[src/design/rbb_pkg.sv]
// ----------------------------------------------------------------------------
// rbb_pkg: shared types and constants for the RGB 5x5 box blur
// Pixel and channel widths, register codes and reset values, the
// per-result metadata and the output queue entry.
// ----------------------------------------------------------------------------
package rbb_pkg;

    localparam int CHAN_W     = 8;
    localparam int NUM_LANES  = 3;
    localparam int PIX_W      = CHAN_W * NUM_LANES;
    localparam int COORD_W    = 11;
    localparam int SIZE_W     = 12;
    localparam int RECIP_W    = 16;
    localparam int CFG_DATA_W = 16;
    localparam int CFG_IDX_W  = 2;

    // Output queue: covers every transaction inside the pipeline plus slack.
    localparam int OUT_DEPTH  = 8;
    localparam int OCC_W      = $clog2(OUT_DEPTH + 1);

    localparam logic [SIZE_W-1:0]  ROW_LIMIT     = 12'd2048;
    localparam logic [SIZE_W-1:0]  WIDTH_RESET   = 12'd640;
    localparam logic [SIZE_W-1:0]  HEIGHT_RESET  = 12'd480;
    localparam logic [RECIP_W-1:0] RECIP_RESET   = 16'd2621;
    localparam logic [CHAN_W-1:0]  CHAN_MAX      = 8'hFF;

    typedef enum logic [CFG_IDX_W-1:0] {
        CFG_IMAGE_WIDTH  = 2'd0,
        CFG_IMAGE_HEIGHT = 2'd1,
        CFG_RECIP_SCALE  = 2'd2
    } cfg_index_t;

    typedef struct packed {
        logic               emit;
        logic [COORD_W-1:0] center_row;
        logic [COORD_W-1:0] center_col;
        logic               frame_done;
    } meta_t;

    typedef struct packed {
        logic [CHAN_W-1:0]  blur_blue;
        logic [CHAN_W-1:0]  blur_green;
        logic [CHAN_W-1:0]  blur_red;
        logic [COORD_W-1:0] center_row;
        logic [COORD_W-1:0] center_col;
        logic               frame_done;
    } result_t;

endpackage

[src/design/rbb_lane.sv]
// ----------------------------------------------------------------------------
// rbb_lane: one color channel of the blur
// Column sum, window of column sums, window total, reciprocal scaling and
// saturation to the channel range.
// ----------------------------------------------------------------------------
module rbb_lane
    import rbb_pkg::*;
#(
    parameter int WINDOW = 5
) (
    input  logic                          clk,
    input  logic                          rst_n,
    input  logic                          shift_en,
    input  logic [WINDOW-1:0][CHAN_W-1:0] col_pix,
    input  logic [RECIP_W-1:0]            recip,
    output logic [CHAN_W-1:0]             blur
);

    localparam int CSW  = $clog2(WINDOW * 255 + 1);
    localparam int SW   = $clog2(WINDOW * WINDOW * 255 + 1);
    localparam int PRW  = SW + RECIP_W;

    logic [CSW-1:0]             col_sum;
    logic [WINDOW-1:0][CSW-1:0] colsum_reg;
    logic [WINDOW-1:0][CSW-1:0] colsum_next;
    logic [SW-1:0]              win_sum;
    logic [SW-1:0]              wsum_reg;
    logic [PRW-1:0]             prod_reg;
    logic [PRW-1:0]             prod_next;
    logic [SW-1:0]              quot;

    always_comb
    begin
        col_sum = '0;
        for (int r = 0; r < WINDOW; r++)
        begin
            col_sum = col_sum + CSW'(col_pix[r]);
        end
    end

    // advance the window by one column, newest column at the top index
    always_comb
    begin
        for (int k = 0; k < WINDOW - 1; k++)
        begin
            colsum_next[k] = colsum_reg[k + 1];
        end
        colsum_next[WINDOW - 1] = col_sum;
    end

    always_ff @(posedge clk or negedge rst_n)
    begin
        if (!rst_n)
        begin
            colsum_reg <= '0;
        end
        else if (shift_en)
        begin
            colsum_reg <= colsum_next;
        end
    end

    always_comb
    begin
        win_sum = '0;
        for (int k = 0; k < WINDOW; k++)
        begin
            win_sum = win_sum + SW'(colsum_reg[k]);
        end
    end

    assign prod_next = PRW'(wsum_reg) * PRW'(recip);

    always_ff @(posedge clk)
    begin
        wsum_reg <= win_sum;
        prod_reg <= prod_next;
    end

    assign quot = prod_reg[PRW-1:RECIP_W];
    assign blur = (quot > SW'(CHAN_MAX)) ? CHAN_MAX : quot[CHAN_W-1:0];

endmodule

[config.mk]
export PLATFORM = sky130hd
export DESIGN_NAME = rbb_lane
export DESIGN_NICKNAME = d
export VERILOG_FILES = /design/src/design/rbb_pkg.sv /design/src/design/rbb_lane.sv
export SDC_FILE = /design/constraint.sdc
export NUM_CORES = 1
export LEC_CHECK = 0
export BUFFER_PORTS_ARGS = -buffer_cell sky130_fd_sc_hd__buf_4
export CAP_MARGIN = 20
export CORE_AREA = 2 2 165 288
export CTS_CLUSTER_DIAMETER = 30
export DETAILED_ROUTE_END_ITERATION = 8
export DIE_AREA = 0 0 167 290
export MAX_ROUTING_LAYER = met4
export PLACE_DENSITY_LB_ADDON = 0.05
export SYNTH_ARGS = -nofsm -noshare
export SYNTH_HDL_FRONTEND = slang
export SYNTH_SLANG_ARGS = --single-unit
[constraint.sdc]
create_clock -name clk -period 5.51 [get_ports clk]
set_clock_uncertainty 0.1 [all_clocks]
set_input_delay 0.551 -clock clk [delete_from_list [all_inputs] [get_ports clk]]
set_output_delay 0.551 -clock clk [all_outputs]
set_load 0.005 [all_outputs]
======== Word-level counts from Yosys, hierarchy flattened ========
Cells that the tools add are included.
operators by class
  $add $sub $neg .......................... 8
  multipliers ............................. 1
  order comparisons ....................... 1
  mux-type cells .......................... 1
operator list
  operator                                              count
  multiplier 13 x 16 -> 29 bit                          1
  adder 13 x 11 -> 13 bit                               2
  adder 12 x 11 -> 13 bit                               1
  > comparator 13 x 8 -> 1 bit (second input constant)  1
  adder 11 x 11 -> 12 bit                               1
  adder 10 x 8 -> 11 bit                                1
  adder 11 x 8 -> 11 bit                                1
  adder 9 x 8 -> 10 bit                                 1
  adder 8 x 8 -> 9 bit                                  1
  2-to-1 mux 8 bit                                      1
storage, ports and cells
  flip-flop bits (word level) ............. 97
  input port bits ......................... 59
  output and inout port bits .............. 8
  logic and storage cells ................. 18

======== Depth between registers and ports, before layout ========
  depth in word-level cells ............... 4
  depth in mapped cells ................... 19
  mapped depth without buffers ............ 18

======== Worst setup path after synthesis ========
No wires, ideal clock.
  kind .................................... in2reg
  from .................................... input port recip[11]
  to ...................................... register prod_reg[27]
  library setup time ...................... 0.120 ns
  arrival ................................. 4.943 ns
  data required time ...................... 5.290 ns
  slack ................................... 0.347 ns
  cell stages on the path ................. 18
  path buffers ............................ 1
  cell sequence ........................... clkbuf_1 and2_1 fa_1 inv_1 fa_1 inv_1 fa_1 fa_1 inv_1 fa_1 inv_1 ha_1 a21oi_1 o21ai_0 a22oi_1 a21oi_1 o21a_1 o31a_1
on the way
  word-level cells in the longest chain between the ends .. 1
ends and longest elaborated chain
  item                          line            source
  start, declared               rbb_lane.sv:15  input logic [RECIP_W-1:0] recip,
  multiplier 13 x 16 -> 29 bit  rbb_lane.sv:72  assign prod_next = PRW'(wsum_reg) * PRW'(recip);
  net prod_next[27]             rbb_lane.sv:29  logic [PRW-1:0] prod_next;
  end signal, assigned          rbb_lane.sv:77  prod_reg <= prod_next;
  end, declared                 rbb_lane.sv:28  logic [PRW-1:0] prod_reg;
The timed path passes the listed nets, and every way through them passes these cells.
A chain may end at the register's enable or synchronous reset.

======== Worst setup path after layout ========
  from .................................... register wsum_reg[8]
  to ...................................... register prod_reg[20]
on the way
  word-level cells in the longest chain between the ends .. 1
ends and longest elaborated chain
  item                          line            source
  start, declared               rbb_lane.sv:27  logic [SW-1:0] wsum_reg;
  start signal, assigned        rbb_lane.sv:76  wsum_reg <= win_sum;
  multiplier 13 x 16 -> 29 bit  rbb_lane.sv:72
  net prod_next[20]             rbb_lane.sv:29
The timed path passes the listed nets, and every way through them passes these cells.

==> flow_metrics.tcl <==
set metrics [dict create \
    status "complete, no violations" \
    syn_inst 1079 \
    synth_edf_count 0 \
    cts_tree "done" \
    critical_path_required_ns 5.71 \
    syn_area_um2 11000 \
    min_path_type "in2async" \
    synth_seq_cells 81 \
    crit_path_start_kind "flip-flop" \
    hold_violations 0 \
    cts_buffer_depth 2 \
    dieWidth_um 167 \
    syn_area_per_cell_um2 10.2 \
    gp_congestion 0.768 \
    hold_ws_ns 0.112 \
    drive_gt1_share_pct 18.4 \
    cts_buffers 9 \
    fmax_ghz 0.189 \
    ys.warnings.count 0 \
    syn_nets 1441 \
    die_area_um2 48400 \
    rsz0062_at_grt "false" \
    rows 104 \
    nets 1555 \
    ant_nets 0 \
    root_buffer "clkbuf_16" \
    final_common_cell "fa_1" \
    design.core.area_um2 45900 \
    min_period_ns 5.28 \
    syn_to_final_growth_pct 19.4 \
    multi_input_area_um2 8190 \
    io_pins 67 \
    grtUsageTotal_pct 14.4 \
    synthArstFlopShare_pct 67.9 \
    maxSlewHeadroom_pct 49.7 \
    tns_ns 0 \
    grt_start_max_net_pins 56 \
    drtIter0Drc 160 \
    viasPerCell 4.25 \
    worstMarginPinSlew_ns 0.755 \
    antenna_cells 0 \
    netlist_top_cells_area "fa_1, dfrtp_1, ha_1, inv_1, and2_1" \
    regArea_um2 1900 \
    ys_types 51 \
    synth_top_area_cell "fa_1" \
    first_global_vias 8738 \
    fin_crit_sh_pct 95.8 \
    drv_cap 0 \
    final_util_pct 28.5 \
    fillerInstances 4932 \
    port_buffers 66 \
    drt-wirelength-per-cell_um 18.0 \
    die_h_um 290 \
    insertion_delay_ns 0.37 \
    grt_pass1_wl_um 49900 \
    htreeDepth 3 \
    routed_wl_um 32100 \
    overflow 0 \
    cts_sinks 81 \
    ys_seq_area_share_pct 17.3 \
    synth_top_area_share_pct 38.0 \
    largest_register_ffs 44 \
    dp.final_hpwl_um 27900 \
    antenna_found_initial 0 \
    firstDrtPassIters 4 \
    drc_errors 0 \
    cts_hold_buf 0 \
    cts_setup_buffers 0 \
    layout_common_cells "fa_1, inv_1, nand2_1, buf_4, and2_1" \
    via_count 7566 \
    cp-end-kind "flip-flop" \
    r2r_cells 20 \
    crit_arrival_ns 5.48 \
    path_clk_slew_ns 0.07 \
    final-setup-viol-count 0 \
    critPathKind "reg2reg" \
    crit_fanout 15 \
    start_util_pct 23.8 \
    slew_viol_final 0 \
    ys.flop_type "dfrtp_1" \
]
path summary, 6_finish.rpt:
path	from	to	slack, ns
worst max-delay path	wsum_reg[8]	prod_reg[20]	0.23
worst min-delay path	rst_n	colsum_next[9]	0.11
worst max register to register	wsum_reg[8]	prod_reg[20]	0.23
worst min register to register	colsum_next[34]	colsum_next[23]	0.41
max in group asynchronous	rst_n	colsum_next[22]	4.66
min in group clk	colsum_next[34]	colsum_next[23]	0.41
per-stage QoR:
step / std cells / instance area, um^2 / worst slack, ns
after floorplan: 1079 / 11000 / 0.347
after global routing: 1781 / 13100 / 0.0282
final: 1781 / 13100 / 0.232
after CTS: 1781 / 13000 / 0.0267
after detailed placement: 1765 / 12700 / -0.163
after global placement: 1765 / 12700 / -0.148
Yosys cell counts, types with 2 or more instances:
cell      number
a211o_1        3
a21boi_0       3
a21o_1         4
a21oi_1       22
a31oi_1        5
and2_1        95
and3_1         3
clkbuf_1      36
dfrtp_1       55
dfxtp_1       26
fa_1         208
ha_1          95
inv_1        204
mux2_2        48
nand2_1      129
nand2b_1       5
nand3_1        5
nand4_1        3
nor2_1        25
nor2b_1        5
nor3_1        12
nor4_1         3
o21a_1         8
o21ai_0       17
o22ai_1        2
o31a_1         2
o31ai_1        5
or3_1         12
xnor2_1       16
xor2_1         2
worst max-delay path: stages (launching register included):
cell,delay [ns]
dfxtp_1,0.34
buf_12,0.16
and2_1,0.17
fa_1,0.50
inv_1,0.05
fa_1,0.53
inv_1,0.06
fa_1,0.46
fa_1,0.49
inv_1,0.04
fa_1,0.48
inv_1,0.09
ha_1,0.31
nand4_1,0.09
buf_4,0.16
a2111oi_4,0.26
nand3_2,0.17
buf_4,0.19
and3_4,0.18
o31ai_4,0.22
xor2_1,0.16
what timing repair did:
action | 4_1_cts | 5_1_grt
endpoints found under the setup margin | 3 | 11
pin swaps | 0 | 1
resized for setup | 2 | 9
cell families (layout without fill, tap and decap cells):
kind of cell / Yosys count / count (layout) / share of synthesized area, %
simple gates: 303 / 303 / 13.8
compound gates: 85 / 85 / 5.37
buf+inv: 240 / 359 / 8.22
xor+xnor: 18 / 18 / 1.44
flops: 81 / 81 / 17.3
fa+ha+maj: 303 / 303 / 48.9
mux: 49 / 49 / 5.03
layer usage:
metal  wire length [um]  vias to the layer above  part of all wire (%)  global-route usage, %
met4                710                        0                   2.2                   4.67
met5                  0                        -                     0                      -
li1                   -                     3570                     -                      -
met2              20900                       80                    65                   31.1
met3                374                       25                   1.2                   1.01
met1              10200                     3891                    32                   12.4
area by class of cell:
class | instances | share of cell area, %
multi-input combinational | 758 | 62.6
inverter | 204 | 5.85
tap | 583 | 5.58
timing repair buffer | 139 | 9.03
clock buffer | 11 | 1.93
sequential | 81 | 14.5
clock inverter | 5 | 0.478
Power is not shown: default switching activity piles up to over one toggle a cycle in this logic, so the estimate is an artifact.
