<file path="config.mk">
export PLATFORM = sky130hd
export DESIGN_NAME = rbb_out_fifo
export DESIGN_NICKNAME = d
export VERILOG_FILES = /design/src/design/rbb_pkg.sv /design/src/design/rbb_out_fifo.sv
export SDC_FILE = /design/constraint.sdc
export NUM_CORES = 1
export LEC_CHECK = 0
export BUFFER_PORTS_ARGS = -buffer_cell sky130_fd_sc_hd__buf_2
export CAP_MARGIN = 10
export CORE_AREA = 3 3 170 172
export CTS_CLUSTER_SIZE = 14
export DETAILED_ROUTE_END_ITERATION = 8
export DIE_AREA = 0 0 173 175
export PLACE_DENSITY_LB_ADDON = 0.1
export SLEW_MARGIN = 20
export SYNTH_ARGS = -nofsm -noshare
export SYNTH_HDL_FRONTEND = slang
export SYNTH_SLANG_ARGS = --single-unit
export TNS_END_PERCENT = 1
</file>
<file path="constraint.sdc">
create_clock -name clk -period 4.4 [get_ports clk]
set_clock_uncertainty 0.15 [all_clocks]
set_input_delay 0.66 -clock clk [delete_from_list [all_inputs] [get_ports clk]]
set_output_delay 0.66 -clock clk [all_outputs]
set_load 0.005 [all_outputs]
</file>
<file path="src/design/rbb_pkg.sv">
// ----------------------------------------------------------------------------
// rbb_pkg: shared types and constants for the RGB 5x5 box blur
// Pixel and channel widths, register codes and reset values, the
// per-result metadata and the output queue entry.
// ----------------------------------------------------------------------------
package rbb_pkg;

    localparam int CHAN_W     = 8;
    localparam int NUM_LANES  = 3;
    localparam int PIX_W      = CHAN_W * NUM_LANES;
    localparam int COORD_W    = 11;
    localparam int SIZE_W     = 12;
    localparam int RECIP_W    = 16;
    localparam int CFG_DATA_W = 16;
    localparam int CFG_IDX_W  = 2;

    // Output queue: covers every transaction inside the pipeline plus slack.
    localparam int OUT_DEPTH  = 8;
    localparam int OCC_W      = $clog2(OUT_DEPTH + 1);

    localparam logic [SIZE_W-1:0]  ROW_LIMIT     = 12'd2048;
    localparam logic [SIZE_W-1:0]  WIDTH_RESET   = 12'd640;
    localparam logic [SIZE_W-1:0]  HEIGHT_RESET  = 12'd480;
    localparam logic [RECIP_W-1:0] RECIP_RESET   = 16'd2621;
    localparam logic [CHAN_W-1:0]  CHAN_MAX      = 8'hFF;

    typedef enum logic [CFG_IDX_W-1:0] {
        CFG_IMAGE_WIDTH  = 2'd0,
        CFG_IMAGE_HEIGHT = 2'd1,
        CFG_RECIP_SCALE  = 2'd2
    } cfg_index_t;

    typedef struct packed {
        logic               emit;
        logic [COORD_W-1:0] center_row;
        logic [COORD_W-1:0] center_col;
        logic               frame_done;
    } meta_t;

    typedef struct packed {
        logic [CHAN_W-1:0]  blur_blue;
        logic [CHAN_W-1:0]  blur_green;
        logic [CHAN_W-1:0]  blur_red;
        logic [COORD_W-1:0] center_row;
        logic [COORD_W-1:0] center_col;
        logic               frame_done;
    } result_t;

endpackage

</file>
<file path="src/design/rbb_out_fifo.sv">
// ----------------------------------------------------------------------------
// rbb_out_fifo: result queue in front of the output channel
// Small register queue; the head is the presented transaction.
// ----------------------------------------------------------------------------
module rbb_out_fifo
    import rbb_pkg::*;
#(
    parameter int DEPTH = 8
) (
    input  logic    clk,
    input  logic    rst_n,
    input  logic    push,
    input  result_t push_data,
    input  logic    pop,
    output logic    head_valid,
    output result_t head_data
);

    localparam int PTR_W = (DEPTH > 1) ? $clog2(DEPTH) : 1;
    localparam int CNT_W = $clog2(DEPTH + 1);

    result_t            entry [DEPTH];
    logic [PTR_W-1:0]   wr_ptr_reg;
    logic [PTR_W-1:0]   rd_ptr_reg;
    logic [CNT_W-1:0]   count_reg;
    logic [PTR_W-1:0]   wr_ptr_next;
    logic [PTR_W-1:0]   rd_ptr_next;
    logic [CNT_W-1:0]   count_next;

    always_comb
    begin
        wr_ptr_next = wr_ptr_reg;
        rd_ptr_next = rd_ptr_reg;
        if (push)
        begin
            wr_ptr_next = (wr_ptr_reg == PTR_W'(DEPTH - 1)) ? '0 : wr_ptr_reg + PTR_W'(1);
        end
        if (pop)
        begin
            rd_ptr_next = (rd_ptr_reg == PTR_W'(DEPTH - 1)) ? '0 : rd_ptr_reg + PTR_W'(1);
        end
        count_next = count_reg + CNT_W'(push) - CNT_W'(pop);
    end

    always_ff @(posedge clk or negedge rst_n)
    begin
        if (!rst_n)
        begin
            wr_ptr_reg <= '0;
            rd_ptr_reg <= '0;
            count_reg  <= '0;
        end
        else
        begin
            wr_ptr_reg <= wr_ptr_next;
            rd_ptr_reg <= rd_ptr_next;
            count_reg  <= count_next;
        end
    end

    always_ff @(posedge clk)
    begin
        if (push)
        begin
            entry[wr_ptr_reg] <= push_data;
        end
    end

    assign head_valid = (count_reg != '0);
    assign head_data  = entry[rd_ptr_reg];

endmodule

</file>
# Word-level counts from Yosys, hierarchy flattened
# Memories as Yosys holds them, arrays and structs flattened.
# Index checks and enable logic that the tools add are counted.
# word_totals
reg_bits	10
mem_bits_rw	376
input_bits	51
word_cells	15
n_memories	1
# classes
add_sub_neg	4
n_eq_ne	2
muxes	4
n_reduce_logical	1
# mem_list
memory	words	word_bits	read_ports	rd_ports_with_merged_regs	write_ports	line_no	source
entry	8	47	1	0	1	rbb_out_fifo.sv:22	result_t entry [DEPTH];
# op_table
operator	n
$add A3 B1 Y3 const B	2
$eq A3 B3 Y1 const B	2
$mux W3	2
$add A4 B1 Y4	1
$reduce_bool A4 Y1	1
$sub A4 B1 Y4	1
$mux W1	2

# Logic depth before layout (Yosys ltp)
# Gate-level depths: netlist (run 1).
# depth
depth_word	2
depth_mapped	7
depth_no_buf	7

# Least setup slack after synthesis (run 1)
# No wires, ideal clock.
# synth_timing
kind	input to register
from	input push
to	memory entry[0][0] (netlist bit), enable pin
t_arrival_ns	3.966
path_slack_ns	-0.226
path_stages	2
n_path_buf	0
path_cell_list	nand2b_1 > nor3_1
# synth_between
elab_chain_len	2
# synth_rtl
element	line_no	source
start: declaration	rbb_out_fifo.sv:12	input logic push,
$mux W1	rbb_out_fifo.sv:63	if (push)
$mux W1 (implied by the code)	rbb_out_fifo.sv:65	entry[wr_ptr_reg] <= push_data;
end: declaration	rbb_out_fifo.sv:22	
# Every way passes these cells.

==> metrics.txt, run 1 <==
status=finished clean; DRT Wirelength=approximately 28000 um; GRT overflow=0; arrival time worst endpoint=between 2 and 3 ns; Setup Fix Bufs, Post-CTS=0; Setup Viol. Count Final=0; Detailed Place HPWL=between 15000 and 20000 um; Crit path required time=approximately 3.6 ns; Clk pwr share=28.4%; first-pass GRT wire length=43890 um; Post-CTS Resized=0; Seq/Total Area, Yosys=around four fifths; syn nets=760; final net count=889; layout cells sized above 1=32.67%; setup TNS=0 ns; Ys Warns=0; initial core utilization=53.39%; CTS max path bufs=3; synth unique cells=24; CTS root buffer=clkbuf_16; crit end category=output pin; multi-input logic area=roughly 0.003 sq mm; Max-Cap Viols=0; leakage=5.829 nW; power after layout=approximately 0.011 W; initial drt markers=562; Fmax=a little under 0.3 GHz; die area=approximately 0.030 sq mm; WL per Instance=roughly 23 um; Filler cells=~2000; Skew-Pair Late Insertion Delay=between 0.5 and 0.6 ns; Syn Area/Cell=about 21 sq um; Psw=0.003166 W; largest net degree at the start of global routing=53; Primary FF master, synth=edfxtp_1; worst setup path class=flip-flop to output pin; combinational share of power=between 20% and 30%; Final ANT Viol Nets=0; RSZ-0062 raised after global routing=no; CTS H-tree depth=2; Internal=a little under 0.008 W; fin cells=around 1200; IO buf count=a little under 100; fin crit share=78.75%; ys async rst share=around 2.6%; CTS Buf Count=41; Die Y-Extent=about 180 um; routed vias/inst=about 5.5; clk sink count=between 300 and 400; via count=around 7000; startpoint types=flip-flop; peak supply drop=slightly below 0.4 mV; initial antenna violation count=3; max reg flops=~380; vias in the first global route=7402; Pins Over Slew Limit=0; Fin. Hold Viols=0; Power Density=around 650 mW/mm^2; worst-margin pin slew=0.8857 ns; Worst slew margin=about two fifths; Storage cell area=approximately 0.012 sq mm; Ant. Diodes=0; Mapped Area=~0.015 sq mm; Post-route DRC=0; sequential power share=between 40% and 50%; Rows=slightly above 60; clk slew on worst S/H paths=approximately 0.060 ns; final worst setup slack=slightly above 0.9 ns; GPL Wtd Cong=~0.7; Core Area=roughly 0.028 sq mm; Post-synth EDFFs=about 380; drt pass-1 iters=4; Post-Syn Instances=approximately 700; sw frac=approximately 29%; synthesized flop and latch total=between 300 and 400; CTS tree=done; min-delay worst type=primary input to flip-flop; placed insts=~1200; CP max FO=35; IO Pins=99; fin crit period=3.465 ns; die extent in x=between 150 and 200 um; Tot GR Track Use=between 10% and 20%; DP Worst Slack=1.395 ns; area delta synth->final=15.02%
==> synth_stat cells (2+ instances only) <==
| cell | instances | area, sq um |
|---|---|---|
| buf_2 | 8 | 40.04 |
| nor2_1 | 8 | 30.03 |
| nand2_1 | 144 | 540.5 |
| ha_1 | 9 | 112.6 |
| buf_4 | 5 | 37.54 |
| edfxtp_1 | 376 | 11290 |
| nand2b_1 | 2 | 12.51 |
| nand3b_1 | 2 | 15.01 |
| mux4_2 | 94 | 2117 |
| dfrtp_1 | 10 | 250.2 |
| clkbuf_1 | 12 | 45.04 |
| inv_1 | 8 | 30.03 |
| o21ai_0 | 2 | 10.01 |
| buf_12 | 4 | 80.08 |
| nor3_1 | 2 | 10.01 |
| mux2_2 | 4 | 45.04 |
| xor2_1 | 2 | 17.52 |
==> power groups by stage <==
| stage | registers (W) | clock network, W | logic (W) |
|---|---|---|---|
| 4_1_cts | 0.00494 | 0.00323 | 0.00311 |
| 3_5_place_dp | 0.00502 | 0 | 0.00310 |
| 5_1_grt | 0.00499 | 0.00340 | 0.00334 |
| 2_1_floorplan | 0.00480 | 0 | 0.00226 |
| 6_report | 0.00492 | 0.00316 | 0.00302 |
| 3_3_place_gp | 0.00499 | 0 | 0.00306 |
==> cells by family after synthesis <==
kind of cell	share of synthesized area, %
DFF	78.24
and+or+nand+nor	4.156
muxes	14.66
buffers and inverters	1.781
adders and majority gates	0.8991
AOI/OAI and AO/OA	0.1527
xor gates and xnor gates	0.1188
==> repair_timing <==
item / 4_1_cts / 5_1_grt
endpoints found under the hold margin: 10 / 0
endpoints found under the setup margin: 0 / 0
hold buffers: 1 / 0
==> critical path: stages, from the launching register on <==
cell	delay [ns]
dfrtp_4	0.88
buf_4	0.41
mux4_2	0.53
nand2_1	0.08
nand2_1	0.08
buf_2	0.13
==> layer usage <==
layer | vias up | global-route usage [%] | share of wire (%)
met5 | - | 0 | 0.093
met4 | 4 | 4.291 | 1.6
met3 | 44 | 3.824 | 5.4
met2 | 161 | 31.74 | 50
met1 | 3563 | 26.79 | 43
li1 | 3045 | - | -
==> final cells by class <==
cell class / count / area share [%]
Sequential cell: 386 / 68.07
Multi-Input combinational cell: 273 / 17.73
Clock buffer: 49 / 6.224
Timing Repair Buffer: 118 / 3.938
Tap cell: 378 / 2.787
Clock inverter: 23 / 1.069
Inverter: 8 / 0.1770
==> final timing paths <==
path | from | to | slack [ns] | cells past startpoint
setup / recovery | rd_ptr_reg[0] | head_data[0] | 0.93 | 5
hold / removal | push_data[20] | entry[4][20] | 0.26 | 1
setup reg to reg | wr_ptr_reg[0] | entry[5][29] | 2.04 | 3
hold reg to reg | wr_ptr_reg[2] | wr_ptr_reg[2] | 0.42 | 1
max in group asynchronous | rst_n | rd_ptr_reg[0] | 3.46 | 2
min in group asynchronous | rst_n | count_reg[0] | 0.40 | 2
==> metrics by stage <==
step                utilization (%)  hold slack [ns]  cell area [sq um]
floorplan                         -           0.2144              14760
detailed placement            56.90           0.3966              15720
global placement              56.90           0.3889              15720
finish                        61.41           0.2616              16970
global route                  61.41           0.2550              16970
CTS                           61.41           0.2462              16970
==> layout by cell type, fill, tap and decap left out, drive strengths merged <==
| cell | netlist | layout |
|---|---|---|
| nor2 | 8 | 8 |
| edfxtp | 376 | 376 |
| bufinv | 0 | 3 |
| mux4 | 94 | 94 |
| nand2 | 144 | 144 |
| clkinvlp | 0 | 2 |
| dfrtp | 10 | 10 |
| o21ai | 2 | 2 |
| nand3b | 2 | 2 |
| nor3 | 2 | 2 |
| fa | 1 | 1 |
| buf | 20 | 117 |
| ha | 9 | 9 |
| nand2b | 2 | 2 |
| xor2 | 2 | 2 |
| mux2 | 4 | 4 |
| dlygate4sd3 | 0 | 1 |
| clkbuf | 12 | 49 |
| nand3 | 1 | 1 |
| inv | 8 | 8 |
| clkinv | 0 | 18 |
| a21o | 1 | 1 |
| a21oi | 1 | 1 |
Power figures use the tool's default switching activity.
==> run 2, diff against run 1 <==
--- a/config.mk
+++ b/config.mk
@@ -7,10 +7,10 @@
 export LEC_CHECK = 0
 export BUFFER_PORTS_ARGS = -buffer_cell sky130_fd_sc_hd__buf_2
 export CAP_MARGIN = 10
-export CORE_AREA = 3 3 170 172
+export CORE_AREA = 3 3 161 163
 export CTS_CLUSTER_SIZE = 14
 export DETAILED_ROUTE_END_ITERATION = 8
-export DIE_AREA = 0 0 173 175
+export DIE_AREA = 0 0 164 166
 export PLACE_DENSITY_LB_ADDON = 0.1
 export SLEW_MARGIN = 20
 export SYNTH_ARGS = -nofsm -noshare
==> constraint.sdc (replaced) <==
create_clock -name clk -period 3.2 [get_ports clk]
set_clock_uncertainty 0.15 [all_clocks]
set_input_delay 0.48 -clock clk [delete_from_list [all_inputs] [get_ports clk]]
set_output_delay 0.48 -clock clk [all_outputs]
set_load 0.005 [all_outputs]
==> run 2 against run 1 <==
Compared with the run above: sequential power increased by 34%; combinational power grew 50%; routed wire length grew 2.5%; critical endpoint is now head_data[5]; global-route usage increased by 2.8 points; total power rose by 38%; count of clock-buffer cells in the layout down 1; sequential cell count is the same; final cell count down 4.0%; core utilization is 8.3 points higher; clock power rose by 31%.
==> metrics.txt, run 2 (synthesis results as in run 1) <==
CP top delay family=multiplexers; Tot GR Track Use=21.92% (+2.8 points); multi-input logic area=0.003009 sq mm (unchanged); Skew-Pair Late Insertion Delay=0.51 ns (about the same); GRT overflow=0 (unchanged); via count=7032 (+3.2%); power after layout=0.01529 W (+38%); initial core utilization=60.30% (+6.9 points); Power Density=896.7 mW/mm^2 (+37%); CP max FO=55 (+57%); clk sink count=386 (unchanged); initial antenna violation count=3 (unchanged); min-delay worst type=primary input to flip-flop; peak supply drop=0.6693 mV (+70%); most frequent cells in the layout=376 x edfxtp_1, 144 x nand2_1, 98 x buf_2; CTS H-tree depth=2 (unchanged); Pins Over Slew Limit=0 (unchanged); RSZ-0062 raised after global routing=no; CTS Buf Count=39 (-4.9%); drt pass-1 iters=5 (+1); worst setup path class=flip-flop to output pin; CP Cell Sequence=buf_12 -> mux4_2 -> nand2_1 -> nand2_1 -> buf_2; sw frac=28.92% (+0.40 points); combinational share of power=29.6% (+2.4 points); die extent in x=164 um (-5.2%); WL per Instance=24.18 um (+6.7%); Final ANT Viol Nets=0 (unchanged); layout cells sized above 1=33.14% (+0.47 points); Max-Cap Viols=0 (unchanged); Clk pwr share=27.1% (-1.3 points); Detailed Place HPWL=16250 um (+8.0%); CP Buf/Inv Count=2 (unchanged); crit end category=output pin; Internal=0.01087 W (+37%); IO Pins=99 (unchanged); CTS max path bufs=3 (unchanged); startpoint types=flip-flop; CP max stage delay=0.57 ns (-0.31 ns); leakage=5.888 nW (+1.0%); Psw=0.004422 W (+40%); Fmax=0.3449 GHz; area delta synth->final=15.61%; routed vias/inst=5.929 (+7.4%); final worst setup slack=0.3005 ns (-0.6345 ns); reg2reg setup slack=1.07 ns (-0.97 ns); initial drt markers=598 (+6.4%); vias in the first global route=7571 (+2.3%); sequential power share=43.3% (-1.1 points); Fin. Hold Viols=0 (unchanged); setup TNS=0 ns (unchanged); Die Y-Extent=166 um (-5.1%); Core Area=0.02446 sq mm (-11%); max reg flops=376 (unchanged); CTS tree=done; fin crit period=between 2 and 3 ns; Setup Viol. Count Final=0 (unchanged); status=finished clean; Worst slew margin=51.31% (+10 points); commonest non-fill, non-tap cell in the layout=edfxtp_1; worst-margin pin slew=0.7304 ns (-0.1553 ns); Rows=57 (-6.6%); Post-route DRC=0 (unchanged); Setup Fix Bufs, Post-CTS=0 (unchanged); clk slew on worst S/H paths=0.06 ns (about the same); fin crit share=90.61%; Filler cells=1535 (-24%); GPL Wtd Cong=0.7410 (+5.8%); Storage cell area=0.01155 sq mm (unchanged); die area=0.02722 sq mm (-10%); CP max-delay cell=mux4_2; DP Worst Slack=0.8235 ns (-0.5711 ns); arrival time worst endpoint=2.27 ns (-0.39 ns); largest net degree at the start of global routing=56 (+5.7%); Crit path required time=2.57 ns (-1.02 ns); first-pass GRT wire length=44510 um (+1.4%); DRT Wirelength=28680 um (+2.5%); final net count=894 (+0.56%); CTS root buffer=clkbuf_16; IO buf count=98 (unchanged); CP dominant cell by count=nand2_1
-- run 2: cell types whose count changed in the layout (fill, tap and decap cells not counted), moves of 2 or more --
cell / previous run / this run
buf_12: 2 / 15
buf_4: 17 / 11
bufinv_16: 3 / 1
clkinvlp_4: 2 / 0
diode_2: 0 / 2
-- run 2: area by class of cell --
| cell class | count | share of cell area [%] |
|---|---|---|
| diodes | 2 | 0.02935 |
| clock buffers | 48 | 6.170 |
| clock inverters | 20 | 0.6970 |
| inverters | 8 | 0.1761 |
| multi-input cells | 273 | 17.64 |
| flip-flops and latches | 386 | 67.73 |
| well taps | 324 | 2.377 |
| repair buffers | 125 | 5.180 |
-- run 2: repair_timing --
item                      CTS  global route
hold endpoints to repair   10             0
hold buffers                1             0
gates resized for setup     0             0
-- run 2: layer usage --
layer / vias up / wire, um / track usage [%]
met2: 230 / 14990 / 37.45
met4: 4 / 615 / 6.620
met3: 44 / 1501 / 3.417
met1: 3690 / 11550 / 29.60
met5: - / 27 / 0
li1: 3064 / - / -
-- run 2: power by group through the flow --
stage / logic [W] / registers [W] / clock network (W)
CTS: 0.00463 / 0.00662 / 0.00423
global placement: 0.00452 / 0.00667 / 0
detailed placement: 0.00461 / 0.00672 / 0
finish: 0.00453 / 0.00661 / 0.00415
global route: 0.00495 / 0.00667 / 0.00446
floorplan: 0.00311 / 0.00660 / 0
-- run 2: stage by stage --
| step | cells | util [%] | hold WS, ns | area, sq um |
|---|---|---|---|---|
| finish | 1186 | 69.72 | 0.08278 | 17050 |
| global route | 1185 | 69.70 | 0.07823 | 17050 |
| CTS | 1184 | 69.69 | 0.05581 | 17050 |
| detailed placement | 1115 | 64.87 | 0.2106 | 15870 |
| global placement | 1115 | 64.87 | 0.2073 | 15870 |
| floorplan | 699 | - | 0.03441 | 14760 |
-- run 2: worst paths after layout --
kind,start,end,depth (start not counted)
worst min-delay path,push_data[46],entry[0][46],1
worst max-delay path,rd_ptr_reg[0],head_data[5],5
worst max register to register,wr_ptr_reg[2],entry[0][40],3
worst min register to register,wr_ptr_reg[2],wr_ptr_reg[2],1
max in group asynchronous,rst_n,rd_ptr_reg[2],2
min in group asynchronous,rst_n,count_reg[3],2
